**config.mk**
```make
export PLATFORM = sky130hd
export DESIGN_NAME = adsr_envelope_generator
export DESIGN_NICKNAME = d
export VERILOG_FILES = /design/src/rtl/adsr_pkg.sv /design/src/rtl/adsr_regs.sv /design/src/rtl/adsr_div.sv /design/src/rtl/adsr_envelope_generator.sv
export VERILOG_INCLUDE_DIRS = /design/src /design/src/rtl
export SDC_FILE = /design/constraint.sdc
export NUM_CORES = 1
export LEC_CHECK = 0
export ABC_CLOCK_PERIOD_IN_PS = 9600
export BUFFER_PORTS_ARGS = -buffer_cell sky130_fd_sc_hd__buf_2
export CAP_MARGIN = 20
export CORE_MARGIN = 2
export CORE_UTILIZATION = 41
export CTS_BUF_LIST = sky130_fd_sc_hd__clkbuf_4
export DETAILED_ROUTE_END_ITERATION = 12
export PLACE_DENSITY = 0.68
export SYNTH_ARGS = -nofsm -noshare
export SYNTH_HDL_FRONTEND = slang
export SYNTH_SLANG_ARGS = --single-unit
```
**constraint.sdc**
```tcl
create_clock -name clk -period 9.6 [get_ports clk]
set_clock_uncertainty 0.05 [all_clocks]
set_input_delay 1.44 -clock clk [delete_from_list [all_inputs] [get_ports clk]]
set_output_delay 1.44 -clock clk [all_outputs]
set_load 0.1 [all_outputs]
```
**src/rtl/adsr_envelope_generator_macros.svh**
```systemverilog
// Assertion macros for the ADSR envelope generator.
// Expects clk and rst_n in scope at the point of use.
`ifndef ADSR_ENVELOPE_GENERATOR_MACROS_SVH
`define ADSR_ENVELOPE_GENERATOR_MACROS_SVH

// same-cycle implication, off during reset
`define ADSR_ASSERT_IMP(label, ante, cons, msg) \
  label: assert property (@(posedge clk) disable iff (!rst_n) (ante) |-> (cons)) \
    else $error(msg);

// next-cycle implication, off during reset
`define ADSR_ASSERT_NXT(label, ante, cons, msg) \
  label: assert property (@(posedge clk) disable iff (!rst_n) (ante) |=> (cons)) \
    else $error(msg);

`endif

```
**src/rtl/adsr_pkg.sv**
```systemverilog
// Shared types and constants for the ADSR envelope generator.
// No dependencies; used by adsr_regs, adsr_div and the top level.
`timescale 1ns / 1ps

package adsr_pkg;

  localparam int LVL_W    = 24;   // internal level, Q0.24
  localparam int OUT_W    = 16;   // level port, Q0.16
  localparam int TIME_W   = 20;
  localparam int RATE_W   = 4;
  localparam int NUM_W    = 28;   // (height << 8) * rate
  localparam int PROD_W   = 24;   // hold_count * rate
  localparam int CFG_W    = 20;
  localparam int CFG_IDX_W = 3;
  localparam int DIV_STEPS = 28;
  localparam int DIV_CNT_W = 5;

  localparam logic [TIME_W-1:0] HOLD_MAX = '1;

  localparam logic [15:0]       RST_PEAK    = 16'd65535;
  localparam logic [15:0]       RST_SUSTAIN = 16'd9830;
  localparam logic [TIME_W-1:0] RST_ATTACK  = 20'd441;
  localparam logic [TIME_W-1:0] RST_DECAY   = 20'd3969;
  localparam logic [TIME_W-1:0] RST_HOLD    = 20'd2205;
  localparam logic [TIME_W-1:0] RST_RELEASE = 20'd37485;

  typedef enum logic [CFG_IDX_W-1:0] {
    CFG_PEAK_LEVEL    = 3'd0,
    CFG_SUSTAIN_LEVEL = 3'd1,
    CFG_ATTACK_TIME   = 3'd2,
    CFG_DECAY_TIME    = 3'd3,
    CFG_SUSTAIN_TIME  = 3'd4,
    CFG_RELEASE_TIME  = 3'd5
  } cfg_idx_t;

  typedef enum logic [1:0] {
    SEG_ATTACK  = 2'd0,
    SEG_DECAY   = 2'd1,
    SEG_SUSTAIN = 2'd2,
    SEG_RELEASE = 2'd3
  } seg_t;

  typedef enum logic [2:0] {
    S_IDLE = 3'b001,
    S_DIV  = 3'b010,
    S_DONE = 3'b100
  } state_t;

  typedef struct packed {
    logic [15:0]       peak_level;
    logic [15:0]       sustain_level;
    logic [TIME_W-1:0] attack_time;
    logic [TIME_W-1:0] decay_time;
    logic [TIME_W-1:0] sustain_time;
    logic [TIME_W-1:0] release_time;
  } cfg_t;

  typedef struct packed {
    logic              start;
    logic [NUM_W-1:0]  num;
    logic [TIME_W-1:0] den;
  } div_req_t;

  typedef struct packed {
    logic             done;
    logic [NUM_W-1:0] quo;
  } div_rsp_t;

endpackage

```
**src/rtl/adsr_regs.sv**
```systemverilog
// Configuration register file: six envelope settings with reset values.
// Depends on adsr_pkg.
`timescale 1ns / 1ps

module adsr_regs (
  input  logic                           clk,
  input  logic                           rst_n,
  input  logic                           cfg_we,
  input  logic [adsr_pkg::CFG_IDX_W-1:0] cfg_index,
  input  logic [adsr_pkg::CFG_W-1:0]     cfg_data,
  output adsr_pkg::cfg_t                 cfg
);
  import adsr_pkg::*;

  cfg_t cfg_r, cfg_nxt;

  always_comb begin
    cfg_nxt = cfg_r;
    if (cfg_we) begin
      case (cfg_idx_t'(cfg_index))
        CFG_PEAK_LEVEL:    cfg_nxt.peak_level    = cfg_data[15:0];
        CFG_SUSTAIN_LEVEL: cfg_nxt.sustain_level = cfg_data[15:0];
        CFG_ATTACK_TIME:   cfg_nxt.attack_time   = cfg_data[TIME_W-1:0];
        CFG_DECAY_TIME:    cfg_nxt.decay_time    = cfg_data[TIME_W-1:0];
        CFG_SUSTAIN_TIME:  cfg_nxt.sustain_time  = cfg_data[TIME_W-1:0];
        CFG_RELEASE_TIME:  cfg_nxt.release_time  = cfg_data[TIME_W-1:0];
        default: ;  // unmapped index: ignored
      endcase
    end
  end

  always_ff @(posedge clk) begin
    if (!rst_n) begin
      cfg_r.peak_level    <= RST_PEAK;
      cfg_r.sustain_level <= RST_SUSTAIN;
      cfg_r.attack_time   <= RST_ATTACK;
      cfg_r.decay_time    <= RST_DECAY;
      cfg_r.sustain_time  <= RST_HOLD;
      cfg_r.release_time  <= RST_RELEASE;
    end else begin
      cfg_r <= cfg_nxt;
    end
  end

  assign cfg = cfg_r;

endmodule

```
**src/rtl/adsr_div.sv**
```systemverilog
// Serial restoring divider, one quotient bit per cycle.
// Depends on adsr_pkg.
`timescale 1ns / 1ps

module adsr_div (
  input  logic               clk,
  input  logic               rst_n,
  input  adsr_pkg::div_req_t req,
  output adsr_pkg::div_rsp_t rsp
);
  import adsr_pkg::*;

  logic                 busy_r, busy_nxt;
  logic                 done_r, done_nxt;
  logic [DIV_CNT_W-1:0] cnt_r, cnt_nxt;
  logic [NUM_W-1:0]     quo_r, quo_nxt;   // numerator shifts out, quotient in
  logic [TIME_W-1:0]    rem_r, rem_nxt;
  logic [TIME_W-1:0]    den_r, den_nxt;

  logic [TIME_W:0] shifted;
  logic [TIME_W:0] diff;
  logic            ge;

  assign shifted = {rem_r, quo_r[NUM_W-1]};
  assign diff    = shifted - {1'b0, den_r};
  assign ge      = shifted >= {1'b0, den_r};

  always_comb begin
    busy_nxt = busy_r;
    done_nxt = 1'b0;
    cnt_nxt  = cnt_r;
    quo_nxt  = quo_r;
    rem_nxt  = rem_r;
    den_nxt  = den_r;
    if (req.start) begin
      busy_nxt = 1'b1;
      cnt_nxt  = DIV_CNT_W'(DIV_STEPS - 1);
      quo_nxt  = req.num;
      rem_nxt  = '0;
      den_nxt  = req.den;
    end else if (busy_r) begin
      // remainder stays below den, so diff fits in TIME_W bits
      rem_nxt = ge ? diff[TIME_W-1:0] : shifted[TIME_W-1:0];
      quo_nxt = {quo_r[NUM_W-2:0], ge};
      cnt_nxt = cnt_r - 1'b1;
      if (cnt_r == '0) begin
        busy_nxt = 1'b0;
        done_nxt = 1'b1;
      end
    end
  end

  always_ff @(posedge clk) begin
    if (!rst_n) begin
      busy_r <= 1'b0;
      done_r <= 1'b0;
      cnt_r  <= '0;
    end else begin
      busy_r <= busy_nxt;
      done_r <= done_nxt;
      cnt_r  <= cnt_nxt;
    end
  end

  always_ff @(posedge clk) begin
    quo_r <= quo_nxt;
    rem_r <= rem_nxt;
    den_r <= den_nxt;
  end

  assign rsp.done = done_r;
  assign rsp.quo  = quo_r;

endmodule

```
**src/rtl/adsr_envelope_generator.sv**
```systemverilog
// ADSR envelope generator: one level and segment per sample-tick item.
// A ramp tick (attack, decay, release) waits in S_DIV while the 28-step
// serial divider forms height*rate/time, then commits its result from S_DONE;
// a sustain tick skips the divider. One item is in flight at a time and the
// finished result sits in an output register, so the next item can be
// taken while that result waits. Levels are Q0.16 at the ports, Q0.24
// inside. A zero time register ends its ramp in one tick.
// Depends on adsr_pkg, adsr_regs, adsr_div and the macros header.
`timescale 1ns / 1ps
`include "adsr_envelope_generator_macros.svh"

module adsr_envelope_generator (
  input  logic                           clk,
  input  logic                           rst_n,
  input  logic                           in_valid,
  output logic                           in_stall,
  input  logic [adsr_pkg::RATE_W-1:0]    in_rate,
  output logic                           out_valid,
  input  logic                           out_stall,
  output logic [adsr_pkg::OUT_W-1:0]     out_level,
  output logic [1:0]                     out_segment,
  input  logic                           cfg_we,
  input  logic [adsr_pkg::CFG_IDX_W-1:0] cfg_index,
  input  logic [adsr_pkg::CFG_W-1:0]     cfg_data
);
  import adsr_pkg::*;

  cfg_t     cfg;
  div_req_t div_req;
  div_rsp_t div_rsp;

  adsr_regs u_regs (
    .clk       (clk),
    .rst_n     (rst_n),
    .cfg_we    (cfg_we),
    .cfg_index (cfg_index),
    .cfg_data  (cfg_data),
    .cfg       (cfg)
  );

  adsr_div u_div (
    .clk   (clk),
    .rst_n (rst_n),
    .req   (div_req),
    .rsp   (div_rsp)
  );

  state_t             state_r, state_nxt;
  seg_t               seg_r, seg_nxt;
  logic [LVL_W-1:0]   lvl_r, lvl_nxt;
  logic [TIME_W-1:0]  hold_r, hold_nxt;
  logic [RATE_W-1:0]  rate_r;
  logic               full_r;            // zero time: step covers any distance
  logic               out_valid_r, out_valid_nxt;
  logic [OUT_W-1:0]   out_level_r;
  seg_t               out_seg_r;

  logic               accept;
  logic               commit;
  logic [15:0]        height;
  logic [TIME_W-1:0]  den_sel;
  logic [LVL_W-1:0]   peak24;
  logic [LVL_W-1:0]   sus24;
  logic [LVL_W+4:0]   sum;
  logic               reach;
  logic               under;
  logic [LVL_W-1:0]   lvl_sub;
  logic [TIME_W-1:0]  hold_inc;
  logic [PROD_W-1:0]  hold_prod;

  assign accept   = in_valid && !in_stall;
  assign in_stall = (state_r != S_IDLE);
  assign commit   = (state_r == S_DONE) && (!out_valid_r || !out_stall);

  assign peak24 = {cfg.peak_level, 8'h00};
  assign sus24  = {cfg.sustain_level, 8'h00};

  // ramp height and duration for the current segment
  always_comb begin
    case (seg_r)
      SEG_ATTACK: begin
        height  = cfg.peak_level;
        den_sel = cfg.attack_time;
      end
      SEG_DECAY: begin
        height  = (cfg.peak_level > cfg.sustain_level) ?
                  cfg.peak_level - cfg.sustain_level : 16'h0000;
        den_sel = cfg.decay_time;
      end
      SEG_RELEASE: begin
        height  = cfg.sustain_level;
        den_sel = cfg.release_time;
      end
      default: begin
        height  = 16'h0000;
        den_sel = cfg.sustain_time;
      end
    endcase
  end

  assign div_req.start = accept && (seg_r != SEG_SUSTAIN);
  assign div_req.num   = NUM_W'({4'h0, height, 8'h00}) * NUM_W'(in_rate);
  assign div_req.den   = den_sel;

  // step application
  assign sum     = {5'b0, lvl_r} + {1'b0, div_rsp.quo};
  assign reach   = full_r || (sum >= {5'b0, peak24});
  assign under   = full_r || (div_rsp.quo >= {4'h0, lvl_r});
  assign lvl_sub = under ? '0 : lvl_r - div_rsp.quo[LVL_W-1:0];
  assign hold_inc  = (hold_r == HOLD_MAX) ? hold_r : hold_r + 1'b1;
  assign hold_prod = {4'h0, hold_inc} * {20'h0, rate_r};

  always_comb begin
    state_nxt     = state_r;
    seg_nxt       = seg_r;
    lvl_nxt       = lvl_r;
    hold_nxt      = hold_r;
    out_valid_nxt = out_valid_r;
    if (out_valid_r && !out_stall) begin
      out_valid_nxt = 1'b0;
    end
    case (state_r)
      S_IDLE: begin
        if (accept) begin
          state_nxt = (seg_r == SEG_SUSTAIN) ? S_DONE : S_DIV;
        end
      end
      S_DIV: begin
        if (div_rsp.done) begin
          state_nxt = S_DONE;
        end
      end
      S_DONE: begin
        if (commit) begin
          state_nxt     = S_IDLE;
          out_valid_nxt = 1'b1;
          case (seg_r)
            SEG_ATTACK: begin
              if (reach) begin
                lvl_nxt = peak24;
                seg_nxt = SEG_DECAY;
              end else begin
                lvl_nxt = sum[LVL_W-1:0];
              end
            end
            SEG_DECAY: begin
              if (lvl_sub <= sus24) begin
                lvl_nxt = sus24;
                seg_nxt = SEG_SUSTAIN;
              end else begin
                lvl_nxt = lvl_sub;
              end
            end
            SEG_SUSTAIN: begin
              if (hold_prod >= {4'h0, cfg.sustain_time}) begin
                hold_nxt = '0;
                seg_nxt  = SEG_RELEASE;
              end else begin
                hold_nxt = hold_inc;
              end
            end
            default: begin
              lvl_nxt = lvl_sub;
              if (lvl_sub == '0) begin
                seg_nxt = SEG_ATTACK;
              end
            end
          endcase
        end
      end
      default: state_nxt = S_IDLE;
    endcase
  end

  always_ff @(posedge clk) begin
    if (!rst_n) begin
      state_r     <= S_IDLE;
      seg_r       <= SEG_ATTACK;
      lvl_r       <= '0;
      hold_r      <= '0;
      out_valid_r <= 1'b0;
    end else begin
      state_r     <= state_nxt;
      seg_r       <= seg_nxt;
      lvl_r       <= lvl_nxt;
      hold_r      <= hold_nxt;
      out_valid_r <= out_valid_nxt;
    end
  end

  always_ff @(posedge clk) begin
    if (accept) begin
      rate_r <= in_rate;
      full_r <= (den_sel == '0);
    end
    if (commit) begin
      out_level_r <= lvl_nxt[LVL_W-1:LVL_W-OUT_W];
      out_seg_r   <= seg_nxt;
    end
  end

  assign out_valid   = out_valid_r;
  assign out_level   = out_level_r;
  assign out_segment = out_seg_r;

  `ADSR_ASSERT_NXT(a_attack_ends_at_peak,
    commit && seg_r == SEG_ATTACK && seg_nxt == SEG_DECAY,
    lvl_r == peak24, "attack left without level at peak")
  `ADSR_ASSERT_NXT(a_release_ends_at_zero,
    commit && seg_r == SEG_RELEASE && seg_nxt == SEG_ATTACK,
    lvl_r == '0, "release left with nonzero level")
  `ADSR_ASSERT_IMP(a_result_from_commit,
    $rose(out_valid_r), $past(state_r == S_DONE), "result raised outside commit")
  `ADSR_ASSERT_IMP(a_div_done_in_wait,
    div_rsp.done, state_r == S_DIV, "divider finished while sequencer not waiting")

endmodule

```
After elaboration in Yosys (flattened, before gate mapping)
Cells that the tools add are included.
- shifts and indexed selects: 0
- reductions and logical operators: 27
- multipliers: 2
- mux-type cells: 35
- eq/ne operators: 17
- add/sub/neg operators: 6
- bitwise operators: 3
- magnitude comparators: 6
- divide/modulo/power cells: 0
- operator list (kind ; number):
    24-bit two-way mux ; 5
    24-bit case mux with 3 select lines ; 1
    20-bit two-way mux ; 3
    20-bit case mux with 3 select lines ; 1
    28-bit two-way mux ; 2
    16-bit case mux with 3 select lines ; 1
    24-bit by 28-bit adder with 29-bit output ; 1
    29-bit by 24-bit greater-or-equal comparator with 1-bit output ; 1
    28-bit by 24-bit greater-or-equal comparator with 1-bit output ; 1
    24-bit by 20-bit greater-or-equal comparator with 1-bit output ; 1
    24-bit <= comparator ; 1
    24-bit logical NOT ; 1
    20-bit by 4-bit multiplier with 24-bit output ; 1
    24-bit subtractor ; 1
    21-bit by 20-bit greater-or-equal comparator with 1-bit output ; 1
    20-bit by 1-bit adder with 20-bit output, second input constant ; 1
    20-bit equality test, second input constant ; 1
    20-bit logical NOT ; 1
    16-bit by 4-bit multiplier with 20-bit output ; 1
    20-bit subtractor ; 1
    16-bit > comparator ; 1
    16-bit two-way mux ; 1
    16-bit subtractor ; 1
    2-bit two-way mux ; 6
    26 further kinds ; 60
- logic and storage cells: 120
- flip-flop bits (word level): 260
- bits in writable memories: 0
- bits in latches: 0
- memories kept: 0
- input port bits: 32
- memory bits (read-only): 0

Depth between registers and ports, before layout
- word-level depth: 8
- gate-level depth with buffers: 32
- gate-level depth less buffers: 30

Cells and area by module
A second synthesis with hierarchy kept.
- cells, all modules: 2790
- area, all modules: 23600.1 sq um
- modules (own cells, without submodules) (module ; times used ; cells an instance ; area each (sq um)):
    adsr_envelope_generator ; 1 ; 1980 ; 15034.4
    adsr_regs ; 1 ; 416 ; 4380.5
    adsr_div ; 1 ; 394 ; 4185.3

Worst setup path after synthesis
OpenSTA, ideal clock, no wires.
- path type: reg-to-reg
- start: reg hold_r[4]
- end: reg hold_r[1]
- clock period less this slack: 6.691 ns
- library setup time: 0.070 ns
- setup slack: 2.909 ns
- stages on the path, launching flop included: 33
- required time: 9.480 ns
- buffers on the path: 3
- arrival time: 6.570 ns
- cell sequence: dfxtp_1 -> clkbuf_1 -> nand4_1 -> nor3_1 -> and4_1 -> nand4_1 -> buf_2 -> and4_1 -> nand3_1 -> xor2_1 -> nor2b_1 -> fa_1 -> inv_1 -> fa_1 -> inv_1 -> ha_1 -> a21o_1 -> a21oi_1 -> a2bb2oi_1 -> o211ai_1 -> a21oi_1 -> o21ai_0 -> a21oi_1 -> xnor2_1 -> ha_1 -> nand4_1 -> a21oi_1 -> nor3_1 -> o311a_1 -> nand4_1 -> clkbuf_1 -> or3_1 -> a21oi_1
- longest elaborated chain between the ends: 5
- elaborated cells on any way between the ends: 6
- those cells by class: add/sub (1); mul (1); order compare (1); eq/ne (1); mux (2)
- ends and longest elaborated chain (item ; RTL line ; text):
    from (decl) ; adsr_envelope_generator.sv:51 ; logic [TIME_W-1:0] hold_r, hold_nxt;
    from (signal assigned) ; adsr_envelope_generator.sv:186 ; hold_r <= hold_nxt;
    20-bit by 1-bit adder with 20-bit output / 20-bit equality test (equally long branches) ; adsr_envelope_generator.sv:110 ; assign hold_inc = (hold_r == HOLD_MAX) ? hold_r : hold_r + 1'b1;
    20-bit two-way mux * ; adsr_envelope_generator.sv:110 ;
    20-bit by 4-bit multiplier with 24-bit output ; adsr_envelope_generator.sv:111 ; assign hold_prod = {4'h0, hold_inc} * {20'h0, rate_r};
    24-bit by 20-bit greater-or-equal comparator with 1-bit output ; adsr_envelope_generator.sv:155 ; if (hold_prod >= {4'h0, cfg.sustain_time}) begin
    20-bit two-way mux * ; adsr_envelope_generator.sv:155 ;
Every way passes the cells marked *; elsewhere a longest branch is shown, timed or not.
A chain may end at the register's enable or synchronous reset.

Final worst setup path
Ends and elaborated chain as after synthesis.

==> flow_summary.ini <==
[synth]
postSynthAreaPerCell_um2 = 8.14
ys_seq_elements = 260
syn_inst = 2797
synthFlopType = dfxtp_1
synth_edf_count = 63
ys_seq_area_share_pct = 25.6
ys_types = 105
synth_nets = 3111
synth-async-reset-ratio_pct = 0
ys_warn_count = 0
synth_area_mm2 = 0.0228

[setup_path]
rrSetupSlack_ns = 1.44
worstSetupEndpointType = flip-flop
max_stage_delay_ns = 0.54
worst-path-max-fanout = 12
slowest_stage = fa_1
required_ns = 10.30
cp.arrival_ns = 8.86
critPathLaunchType = flip-flop
crit_top_cell = a21oi_1
critPathKind = reg -> reg

[cts]
root_buffer = clkbuf_4
clk_path_buf_depth = 3
path_clk_slew_ns = 0.07
post_cts_resized = 0
cts_tree = yes
cts_hold_buf = 0
clk_latency_ns = 0.85
htree_levels = 3
cts_sinks = 260
cts_buffers = 77
cts_setup_buffers = 0

[placed_design]
pre_cts_slack_ns = 1.48
dpl.hpwl_mm = 51.1
portBuffers = 51
gp_congestion = 0.962

[sta]
slew_violations = 0
setup_ws_ns = 1.44
rsz0062_at_grt = no
min_period_over_period_pct = 85.0
setup_tns_ns = 0
tightest_slew_ns = 1.06
finalSetupViolations = 0
hold_violations = 0
post-route-min-period_ns = 8.16
timing.fmax_mhz = 123
slew_headroom_pct = 29.1

[route]
drt-pass1-iter-count = 6
first_iter_violations = 1780
wl_per_cell_um = 18.8
routed_wl_mm = 68.2
vias = 20500
vias_per_cell = 5.65
drc = 0
ant_nets = 0

[power_and_ir_drop]
total_power_mw = 3.71
p_per_area_mw_per_mm2 = 151
ir_worst_vdd_uv = 90.2
p_leak_nw = 10.4

[floorplan]
ios = 52
die_area_mm2 = 0.0574
core_area_mm2 = 0.0550
dieHeight_um = 240
initial_core_util_pct = 41.4
fp-row-count = 86
die_x_um = 240

[final_layout]
nets = 3134
seqCellArea_mm2 = 0.00584
multi_input_area_mm2 = 0.0152
nFillCells = 5519
drive_above_1_share_pct = 10.2
syn_to_final_growth_pct = 7.93

[min_path]
hold_class = reg -> reg

[job]
drv_cap = 0

[global_route]
grt_start_max_net_pins = 81
grt_first_pass_wirelength_mm = 107
grt_pass1_vias = 19300
antenna_found_initial = 15
track_usage_pct = 23.9
grt_overflow = 0

[outcome]
status = finished, final reports clean
## cell type report
| class | instances | share of cell area (%) |
|---|---|---|
| clock inverter | 30 | 0.647 |
| clock buffer | 111 | 3.39 |
| sequential | 260 | 23.8 |
| timing repair buffer | 76 | 1.80 |
| antenna | 4 | 0.0407 |
| tap | 748 | 3.81 |
| inverter | 291 | 4.46 |
| multi-input combinational | 2114 | 62.1 |
## report_power, final
group          internal, mW  switching [mW]  leakage [nW]
Sequential             1.20          0.0822          2.20
Combinational         0.481           0.849          7.59
Clock                 0.544           0.550         0.590
Total                  2.23            1.48          10.4
## synthesized netlist by cell type, types with 50 or more instances
library cell | number | area, um2
nor2_1 | 134 | 503
nand2_1 | 377 | 1420
a21oi_1 | 218 | 1090
fa_1 | 68 | 1360
xnor2_1 | 70 | 613
edfxtp_1 | 63 | 1890
inv_1 | 288 | 1080
nand3_1 | 97 | 485
dfxtp_1 | 197 | 3940
o21ai_0 | 116 | 581
ha_1 | 214 | 2680
clkbuf_1 | 95 | 357
nor2b_1 | 84 | 526
a21o_1 | 50 | 375
## registers in the layout, indices dropped and copies added (netlist names), 4 cells and up
name	cells
lvl_r	24
u_div.quo_r	28
u_div.den_r	20
hold_r	20
u_div.cnt_r	5
u_regs.cfg	112
out_level	16
u_div.rem_r	20
rate_r	4
## path summary, 6_finish.rpt
path,end,startpoint,cells past startpoint
worst max-delay path,hold_r[1]$_SDFFE_PN0P_,hold_r[4]$_SDFFE_PN0P_,30
worst min-delay path,u_regs.cfg[8]$_SDFFE_PN0P_,u_regs.cfg[8]$_SDFFE_PN0P_,2
worst max register to register,hold_r[1]$_SDFFE_PN0P_,hold_r[4]$_SDFFE_PN0P_,30
worst min register to register,u_regs.cfg[8]$_SDFFE_PN0P_,u_regs.cfg[8]$_SDFFE_PN0P_,2
## metal layers
layer	global-route usage [%]	wire (um)	vias to the layer above
li1	-	-	9932
met1	31.8	29600	9642
met2	36.5	29400	754
met3	6.89	6760	170
met4	9.00	2350	20
met5	0	139	-
## kinds of logic (layout without fill, tap and decap cells)
group,Yosys count,in the layout,share of synthesized area [%]
xor gates and xnor gates,102,102,3.93
AOI/OAI and AO/OA,716,716,21.4
buffers and inverters,423,508,7.43
muxes,50,50,3.33
adders and majority gates,282,282,17.7
and+or+nand+nor,964,964,20.5
other,0,4,0
DFF,260,260,25.6
## metrics by stage
step | cell area, um2 | util (%) | cells | hold WS, ns
final | 24600 | 44.7 | 3634 | 0.402
after global routing | 24600 | 44.7 | 3631 | 0.422
after CTS | 24600 | 44.7 | 3630 | 0.405
after detailed placement | 23600 | 42.9 | 3489 | 0.396
after global placement | 23600 | 42.9 | 3489 | 0.392
after floorplan | 22800 | - | 2797 | 0.376
## cells in the final DEF, fill, tap and decap left out, drive strengths merged, types with 46 or more instances in the layout
master,n
a21oi,228
nand3,97
nand2,377
dfxtp,197
buf,76
a21o,51
ha,214
nor2,135
edfxtp,63
nor2b,84
clkbuf,111
fa,68
xnor2,70
inv,293
nor3,46
o21ai,123
## critical path: cells and delay by family, from the launching register on
| family | cells | cell delay (ns) |
|---|---|---|
| buffers and inverters | 3 | 0.48 |
| xor gates and xnor gates | 2 | 0.45 |
| adders and majority gates | 4 | 1.68 |
| DFF | 1 | 0.45 |
| and+or+nand+nor | 11 | 3.18 |
| AOI/OAI and AO/OA | 10 | 1.77 |
No activity file was read; power rests on OpenSTA's default activity.
